<file path="src/sv/rmnh_pkg.sv">
package rmnh_pkg;

	localparam int MaxNodes = 32;
	localparam int NodeW = $clog2(MaxNodes);
	localparam int CountW = NodeW + 1;
	localparam int RowW = 2 * MaxNodes;

	localparam logic [1:0] OP_WRITE = 2'd0;
	localparam logic [1:0] OP_ROUTE = 2'd1;
	localparam logic [1:0] OP_PCOUNT = 2'd2;
	localparam logic [1:0] OP_PRANK = 2'd3;

	localparam logic [1:0] REL_NONE = 2'd0;
	localparam logic [1:0] REL_PARENT = 2'd1;

	// Commands from the controller to the datapath.
	typedef struct packed {
		logic load;       // capture the input item
		logic write_rel;  // write the captured matrix entry
		logic clr_search; // clear visited flags, push the target
		logic rd_top;     // read the row of the current stack top
		logic step_col;   // examine one column of the latched row
		logic pop;        // pop the stack top
		logic rd_src;     // read the queried row for parent ops
		logic done;       // emit the result
	} rmnh_cmd_t;

	// Status from the datapath to the controller.
	typedef struct packed {
		logic [1:0] op;
		logic       src_ok;     // source (and target for routes) present
		logic       stack_empty;
		logic       last_col;   // current column is the last to examine
		logic       hit;        // source linked from the top row
		logic       pushed;     // the scan of this row pushed a node
	} rmnh_sts_t;

endpackage

</file>
<file path="src/sv/rmnh_ctrl.sv">
module rmnh_ctrl (
	input  logic               clk,
	input  logic               arst_n,
	input  logic               start,
	output logic               busy,
	input  rmnh_pkg::rmnh_sts_t sts,
	output rmnh_pkg::rmnh_cmd_t cmd
);

	localparam logic [2:0] S_IDLE = 3'd0;
	localparam logic [2:0] S_DEC = 3'd1;
	localparam logic [2:0] S_RD = 3'd2;
	localparam logic [2:0] S_SCAN = 3'd3;
	localparam logic [2:0] S_PRD = 3'd4;
	localparam logic [2:0] S_PSCAN = 3'd5;
	localparam logic [2:0] S_DONE = 3'd6;

	logic [2:0] state_q, state_d;

	always_ff @(posedge clk or negedge arst_n) begin
		if (!arst_n) begin
			state_q <= S_IDLE;
		end else begin
			state_q <= state_d;
		end
	end

	assign busy = (state_q != S_IDLE);

	always_comb begin
		state_d = state_q;
		cmd = '0;
		unique case (state_q)
			S_IDLE: begin
				if (start) begin
					cmd.load = 1'b1;
					state_d = S_DEC;
				end
			end
			S_DEC: begin
				if (sts.op == rmnh_pkg::OP_WRITE) begin
					cmd.write_rel = 1'b1;
					state_d = S_DONE;
				end else if (!sts.src_ok) begin
					state_d = S_DONE;
				end else if (sts.op == rmnh_pkg::OP_ROUTE) begin
					cmd.clr_search = 1'b1;
					state_d = S_RD;
				end else begin
					cmd.rd_src = 1'b1;
					state_d = S_PRD;
				end
			end
			S_RD: begin
				if (sts.stack_empty) begin
					state_d = S_DONE;
				end else begin
					cmd.rd_top = 1'b1;
					state_d = S_SCAN;
				end
			end
			S_SCAN: begin
				cmd.step_col = 1'b1;
				if (sts.hit) begin
					state_d = S_DONE;
				end else if (sts.last_col) begin
					cmd.pop = !sts.pushed;
					state_d = S_RD;
				end
			end
			S_PRD: begin
				state_d = S_PSCAN;
			end
			S_PSCAN: begin
				cmd.step_col = 1'b1;
				if (sts.last_col) begin
					state_d = S_DONE;
				end
			end
			S_DONE: begin
				cmd.done = 1'b1;
				state_d = S_IDLE;
			end
			default: begin
				state_d = S_IDLE;
			end
		endcase
	end

endmodule

</file>
<file path="src/sv/rmnh_dp.sv">
module rmnh_dp (
	input  logic                                   clk,
	input  logic                                   arst_n,
	input  rmnh_pkg::rmnh_cmd_t                    cmd,
	output rmnh_pkg::rmnh_sts_t                    sts,
	input  logic [rmnh_pkg::CountW-1:0]            node_count,
	input  logic [1:0]                             op,
	input  logic [4:0]                             row_index,
	input  logic [4:0]                             col_index,
	input  logic [1:0]                             relation_code,
	input  logic [4:0]                             source_node,
	input  logic [4:0]                             target_node,
	input  logic [4:0]                             parent_rank,
	output logic                                   result_valid,
	output logic                                   found,
	output logic [4:0]                             hop_node,
	output logic [5:0]                             parent_total
);

	localparam int NW = rmnh_pkg::NodeW;
	localparam int CW = rmnh_pkg::CountW;
	localparam int MN = rmnh_pkg::MaxNodes;

	// Matrix rows as a memory: one write port, one registered read port.
	logic [rmnh_pkg::RowW-1:0] mem [MN];
	logic [MN-1:0]             row_valid_q;
	logic [rmnh_pkg::RowW-1:0] rd_q;
	logic                      rd_valid_q;
	logic [NW-1:0]             stack [MN];

	logic [1:0]    op_q;
	logic [4:0]    row_q, col_q, src_q, dst_q, rank_q;
	logic [1:0]    code_q;
	logic [CW-1:0] cnt_q;
	logic [MN-1:0] visited_q;
	logic [CW-1:0] depth_q;
	logic [NW-1:0] top_q;
	logic [CW-1:0] col_cnt_q;
	logic          pushed_q;
	logic          found_q;
	logic [NW-1:0] hop_q;
	logic [5:0]    total_q;
	logic [5:0]    seen_q;
	logic          rvalid_q;

	logic [NW-1:0] col;
	logic [1:0]    entry;
	logic [CW-1:0] rd_addr_w;
	logic [NW-1:0] rd_addr;
	logic          do_rd;
	logic [rmnh_pkg::RowW-1:0] row_w, row_cur;
	logic          can_push;

	assign col = col_cnt_q[NW-1:0];
	assign row_cur = rd_valid_q ? rd_q : '0;
	assign entry = row_cur[2*col +: 2];

	always_comb begin
		rd_addr_w = '0;
		if (cmd.rd_top) rd_addr_w = {1'b0, stack[depth_q[NW-1:0] - NW'(1)]};
		else rd_addr_w = {1'b0, src_q[NW-1:0]};
	end
	assign rd_addr = rd_addr_w[NW-1:0];
	assign do_rd = cmd.rd_top || cmd.rd_src;

	always_comb begin
		row_w = row_valid_q[row_q[NW-1:0]] ? mem[row_q[NW-1:0]] : '0;
		row_w[2*col_q[NW-1:0] +: 2] = code_q;
	end

	// Write merge reads the row combinationally; the matrix is 2 Kbit so
	// the row buffer is kept in flops with a per-row valid bit.
	always_ff @(posedge clk) begin
		if (cmd.write_rel) mem[row_q[NW-1:0]] <= row_w;
		if (do_rd) rd_q <= mem[rd_addr];
	end

	always_ff @(posedge clk or negedge arst_n) begin
		if (!arst_n) begin
			row_valid_q <= '0;
			rd_valid_q <= 1'b0;
		end else begin
			if (cmd.write_rel) row_valid_q[row_q[NW-1:0]] <= 1'b1;
			if (do_rd) rd_valid_q <= row_valid_q[rd_addr];
		end
	end

	logic [CW-1:0] eff;
	assign eff = (node_count > CW'(MN)) ? CW'(MN) : node_count;

	assign can_push = (entry != rmnh_pkg::REL_NONE) && !visited_q[col]
		&& (depth_q < CW'(MN));

	assign sts.op = op_q;
	assign sts.src_ok = ({1'b0, src_q} < eff) &&
		((op_q != rmnh_pkg::OP_ROUTE) || ({1'b0, dst_q} < eff));
	assign sts.stack_empty = (depth_q == '0);
	assign sts.last_col = (op_q == rmnh_pkg::OP_ROUTE) ?
		(col_cnt_q + CW'(1) >= cnt_q) : (col_cnt_q == CW'(MN - 1));
	assign sts.hit = (op_q == rmnh_pkg::OP_ROUTE) && (cnt_q != '0) &&
		(entry != rmnh_pkg::REL_NONE) && (col == src_q[NW-1:0]);
	assign sts.pushed = pushed_q || can_push;

	always_ff @(posedge clk) begin
		if (cmd.load) begin
			op_q <= op;
			row_q <= row_index;
			col_q <= col_index;
			code_q <= relation_code;
			src_q <= source_node;
			dst_q <= target_node;
			rank_q <= parent_rank;
			cnt_q <= eff;
		end
		if (cmd.clr_search) stack[0] <= dst_q[NW-1:0];
		else if (cmd.step_col && op_q == rmnh_pkg::OP_ROUTE && can_push && !sts.hit)
			stack[depth_q[NW-1:0]] <= col;
	end

	always_ff @(posedge clk or negedge arst_n) begin
		if (!arst_n) begin
			visited_q <= '0;
			depth_q <= '0;
			col_cnt_q <= '0;
			pushed_q <= 1'b0;
			found_q <= 1'b0;
			hop_q <= '0;
			total_q <= '0;
			seen_q <= '0;
			rvalid_q <= 1'b0;
			top_q <= '0;
		end else begin
			rvalid_q <= cmd.done;
			if (cmd.load) begin
				found_q <= 1'b0;
				hop_q <= '0;
				total_q <= '0;
				seen_q <= '0;
				depth_q <= '0;
			end
			if (cmd.clr_search) begin
				visited_q <= MN'(1) << dst_q[NW-1:0];
				depth_q <= CW'(1);
			end
			if (cmd.rd_top) begin
				top_q <= stack[depth_q[NW-1:0] - NW'(1)];
				col_cnt_q <= '0;
				pushed_q <= 1'b0;
			end
			if (cmd.rd_src) col_cnt_q <= '0;
			if (cmd.step_col) begin
				col_cnt_q <= col_cnt_q + CW'(1);
				if (op_q == rmnh_pkg::OP_ROUTE) begin
					if (sts.hit) begin
						found_q <= 1'b1;
						hop_q <= top_q;
					end else if (can_push) begin
						visited_q[col] <= 1'b1;
						depth_q <= depth_q + CW'(1);
						pushed_q <= 1'b1;
					end
				end else if (entry == rmnh_pkg::REL_PARENT) begin
					total_q <= total_q + 6'd1;
					seen_q <= seen_q + 6'd1;
					if (op_q == rmnh_pkg::OP_PRANK && !found_q &&
						seen_q == {1'b0, rank_q}) begin
						found_q <= 1'b1;
						hop_q <= col;
					end
				end
			end
			if (cmd.pop) depth_q <= depth_q - CW'(1);
		end
	end

	assign result_valid = rvalid_q;
	assign found = found_q;
	assign hop_node = 5'(hop_q);
	assign parent_total = total_q;

endmodule

</file>
<file path="src/sv/relation_matrix_next_hop_finder_core.sv">
// A relation write passes from start through decode to the result strobe; a parent
// query reads the queried row and then scans all MAX_NODES columns; a route query
// reads the row of each stack top and scans it at one column per cycle up to node_count.
// Throughput: one transaction at a time; busy stays high until the result strobe.
// Reset (arst_n low) clears the relation matrix, node_count and all control state.
// The result is shown for one cycle with result_valid; the receiver cannot stall.
module relation_matrix_next_hop_finder_core (
	input  logic        clk,
	input  logic        arst_n,
	input  logic        psel,
	input  logic        penable,
	input  logic        pwrite,
	input  logic [1:0]  paddr,
	input  logic [31:0] pwdata,
	output logic [31:0] prdata,
	output logic        pready,
	input  logic        start,
	output logic        busy,
	input  logic [1:0]  op,
	input  logic [4:0]  row_index,
	input  logic [4:0]  col_index,
	input  logic [1:0]  relation_code,
	input  logic [4:0]  source_node,
	input  logic [4:0]  target_node,
	input  logic [4:0]  parent_rank,
	output logic        result_valid,
	output logic        found,
	output logic [4:0]  hop_node,
	output logic [5:0]  parent_total
);

	localparam logic [1:0] ADDR_NODE_COUNT = 2'd0;

	logic [5:0] node_count_q;
	rmnh_pkg::rmnh_cmd_t cmd;
	rmnh_pkg::rmnh_sts_t sts;

	// The only register is node_count at byte address zero.
	always_ff @(posedge clk or negedge arst_n) begin
		if (!arst_n) begin
			node_count_q <= '0;
		end else if (psel && penable && pwrite && paddr == ADDR_NODE_COUNT) begin
			node_count_q <= pwdata[5:0];
		end
	end

	assign pready = 1'b1;
	assign prdata = (paddr == ADDR_NODE_COUNT) ? {26'd0, node_count_q} : 32'd0;

	// The controller sequences each transaction; the datapath holds the matrix,
	// the search stack and the visited flags.
	rmnh_ctrl u_ctrl (
		.clk(clk), .arst_n(arst_n), .start(start), .busy(busy),
		.sts(sts), .cmd(cmd)
	);

	rmnh_dp u_dp (
		.clk(clk), .arst_n(arst_n), .cmd(cmd), .sts(sts),
		.node_count(node_count_q), .op(op), .row_index(row_index),
		.col_index(col_index), .relation_code(relation_code),
		.source_node(source_node), .target_node(target_node),
		.parent_rank(parent_rank), .result_valid(result_valid),
		.found(found), .hop_node(hop_node), .parent_total(parent_total)
	);

endmodule

</file>
<file path="config.mk">
export PLATFORM = sky130hd
export DESIGN_NAME = relation_matrix_next_hop_finder_core
export DESIGN_NICKNAME = d
export VERILOG_FILES = /design/src/sv/rmnh_pkg.sv /design/src/sv/rmnh_ctrl.sv /design/src/sv/rmnh_dp.sv /design/src/sv/relation_matrix_next_hop_finder_core.sv
export SDC_FILE = /design/constraint.sdc
export NUM_CORES = 2
export LEC_CHECK = 0
export ABC_CLOCK_PERIOD_IN_PS = 6700
export BUFFER_PORTS_ARGS = -buffer_cell sky130_fd_sc_hd__buf_2
export CAP_MARGIN = 20
export CORE_MARGIN = 2
export CORE_UTILIZATION = 45
export DETAILED_ROUTE_END_ITERATION = 7
export HOLD_SLACK_MARGIN = 0.12
export SKIP_LAST_GASP = 1
export SYNTH_ARGS = -nofsm -noshare
export SYNTH_HDL_FRONTEND = slang
export SYNTH_HIERARCHICAL = 1
export SYNTH_SLANG_ARGS = --single-unit
</file>
<file path="constraint.sdc">
create_clock -name clk -period 6.7 [get_ports clk]
set_clock_uncertainty 0.1 [all_clocks]
set_input_delay 0.67 -clock clk [delete_from_list [all_inputs] [get_ports clk]]
set_output_delay 0.67 -clock clk [all_outputs]
set_load 0.02 [all_outputs]
</file>
==> out/results.ini <==
[power_and_ir_drop]
power_density_nw_per_um2=238
power_frac_comb_pct=0.4
clkPwrFrac_pct=46.0
power_report.internal_total_mw=24.5
seq_power_share_pct=53.6
sw_frac_of_total_pct=19.7
power_switching_mw=6.03
p_total_mw=30.5
vdd.ir_drop.worst_v=0.000178
leak_pwr_nw=37.8

[synth]
number_of_instances_in_the_synthesized_netlist=7512
yosysUniqueCellTypes=85
synthTopCellsByArea=edfxtp_1 (61%), mux4_2 (15%), nand3_1 (3.3%)
synth_edf_count=2307
seq_area_frac_synth_pct=63.5
synthFlopType=edfxtp_1
synth_seq_cells=2423
yosysTopAreaCellShare_pct=60.9
synth_async_sr_flop_share_pct=4.58
post_synth_most_frequent_cells=edfxtp_1 (2307), nand2_1 (914), mux4_2 (764)
synthesis.area_um2=114000
post_synth.cell_area_avg_um2=15.1
synthDominantAreaCellType=edfxtp_1
synthMostInstantiatedCell=edfxtp_1
synth.yosys.warnings=6

[worst_hold_path]
hold_path.class=input pin to flop

[clock_tree]
clkSinkCount=2423
cts.root.buffer_cell=clkbuf_16
clk_pin_slew_ns=0.06
ctsHtreeMaxLevel=5
cts_repair_resize_count=0
cts-root-to-sink-buffers=4
cts_tree=built
cts_inserted_buffers=274
clock_latency_ns=0.94

[setup_path]
critical_path_required_ns=7.30
max_stage_delay_ns=0.94
critical_path.endpoint_type=flop
family_of_cells_with_the_greatest_summed_delay_on_the_critical_path=buffers and inverters
crit_type=flop to flop
worstPathCellList=clkinv_1, ha_2, buf_4, nor2b_1, a2111oi_0, o211ai_1, a22oi_4, buf_12, buf_12, buf_4, mux4_2, a21oi_1, a22o_1, nor3_2
slowest_stage=ha_2
critical_path_arrival_ns=6.53
number_of_buffers_and_inverters_on_the_critical_path=5
worst_setup_path_start_kind=flop
critPathMaxFanout=48

[drt]
via_count=74717
route.detailed.wl_per_inst_um=33.3
router_iterations_before_antenna_repair=5
post_drt_via_cell_ratio=6.73
route.antenna.remaining_nets=0
drt_iter0_markers=11153
drc=0
postRouteWirelength_um=370000

[global_route]
grt_pass1_vias=73234
largest_net_degree_at_the_start_of_global_routing=121
track_usage_pct=28.3
grt_use_met1_pct=38.7
global_routing_usage_on_met2_pct=43.8
met3_usage_pct=6.27
grt.busiest_layer=met2
antenna_violations_before_repair=18
globalRouteOverflowTotal=0
grt_first_pass_wirelength_um=527000

[die]
std_cell_rows=184
dieArea_um2=257000
core_area_um2=251000
floorplan.die.width_um=507
pin_count=116
initial_core_util_pct=45.3
die-height_um=507

[timing]
tightestPinTransition_ns=1.24
timing.final.ws_setup_ns=0.775
setup_tns_ns=0
timing.max_slew.rel_slack_pct=17.1
final.min_clock_period_ns=5.92
grt_setup_unrepaired=false
period_share_pct=88.4
endpoints_failing_hold=0
clock.fmax_ghz=0.169
report.final.setup_viol=0
report.final.slew_viol_count=0

[final_layout]
area_delta_synth_final_pct=12.8
post_route_cells_drive_above_1_share_pct=22.1
layout.area.seq_um2=72200
multi_input_comb_area_um2=39100
fin_nets=7659
final_core_utilization_pct=51.0
final_area_um2=128000
filler_cell_count=20415

[placed_design]
place_ws_ns=0.878
routability_cong=0.837
place.port_buffers=62
post-dp-hpwl_um=200000
detailed_place.area_um2=119000

[status]
run_status=complete, no violations

[job]
max_cap_viol_count=0

[cell type report]
| type | instances | area share [%] |
|---|---|---|
| Tap cell | 3348 | 3.27 |
| Timing Repair Buffer | 396 | 3.41 |
| Multi-Input combinational cell | 4432 | 30.5 |
| Inverter | 39 | 0.116 |
| Sequential cell | 2423 | 56.3 |
| Clock inverter | 115 | 0.617 |
| Clock buffer | 343 | 5.73 |
| Antenna cell | 7 | 0.0137 |
[worst reg2reg max path, cell delays in order, from the launching register on]
cell and delay (ns):
dfrtp_2 0.36, clkinv_1 0.30, ha_2 0.94, buf_4 0.60, nor2b_1 0.10, a2111oi_0 0.52
o211ai_1 0.36, a22oi_4 0.28, buf_12 0.28, buf_12 0.38, buf_4 0.49, mux4_2 0.60
a21oi_1 0.20, a22o_1 0.18, nor3_2 0.04
[worst paths after layout]
kind / end / depth (start not counted) / slack (ns) / from
setup / recovery: u_dp/rd_q[3] / 14 / 0.78 / u_dp/depth_q[0]
hold / removal: u_dp/dst_q[4] / 2 / 0.18 / start
setup reg to reg: u_dp/rd_q[3] / 14 / 0.78 / u_dp/depth_q[0]
hold reg to reg: u_dp/pushed_q / 1 / 0.37 / u_dp/pushed_q
max in group asynchronous: u_dp/col_cnt_q[0] / 3 / 4.91 / arst_n
min in group asynchronous: node_count_q[5] / 2 / 0.21 / arst_n
[routing by layer]
layer | up-vias | wire length, µm
met5 | - | 54
met4 | 8 | 16700
met3 | 920 | 42200
met1 | 38660 | 140000
met2 | 4859 | 171000
li1 | 30270 | -
[logic make-up (layout without fill, tap and decap cells)]
kind of cell | after synthesis | count (layout) | synth area share (%)
flip-flops | 2423 | 2423 | 63.5
AND/OR/NAND/NOR | 2293 | 2293 | 9.86
multiplexers | 1081 | 1081 | 18.0
AO/OA/AOI/OAI | 981 | 981 | 5.48
buffers and inverters | 682 | 893 | 2.73
XOR/XNOR | 26 | 26 | 0.223
adder cells (fa/ha/maj) | 24 | 24 | 0.264
other | 2 | 34 | 0.00661
[registers in the layout (all words and copies together) (netlist names), 6 cells and up, named ones only]
name,count
u_dp/cnt_q,6
u_dp/col_cnt_q,6
u_dp/row_valid_q,32
u_dp/parent_total,6
u_dp/mem,2048
u_dp/visited_q,32
u_dp/seen_q,6
node_count_q,6
u_dp/depth_q,6
u_dp/rd_q,64
u_dp/stack,160
[through the flow]
stage / cells / hold WS, ns
finish: 11103 / 0.176
global placement: 10548 / 0.355
global route: 11099 / 0.169
floorplan: 7537 / 0.274
detailed placement: 10553 / 0.361
CTS: 11053 / 0.133
[what timing repair did]
| item | in CTS | in global routing |
|---|---|---|
| setup endpoints to repair | 0 | 0 |
| hold buffers | 42 | 0 |
| setup buffers | 0 | 0 |
| hold endpoints to repair | 86 | 0 |
[cells in the final DEF, fill, tap and decap left out, drive strengths merged, types with 27 or more instances in the layout]
cell type,count
a21oi,211
a221oi,64
a22o,69
a22oi,73
a31oi,262
and3,138
buf,354
clkbuf,343
clkinv,97
conb,27
dfrtp,111
dlygate4sd3,42
edfxtp,2307
inv,41
mux2i,291
mux4,764
nand2,914
nand3,741
nand4,144
nor2,122
nor3,83
o21ai,171
o22ai,73
or2,32
[power by group through the flow]
stage	Clock (mW)	Sequential, mW	Combinational [mW]
5_1_grt	14.8	16.3	0.147
3_5_place_dp	0	16.7	0.102
3_3_place_gp	0	16.7	0.101
4_1_cts	14.2	16.4	0.132
6_report	14.0	16.4	0.133
2_1_floorplan	0	16.7	0.0695
Power figures use the tool's default switching activity.
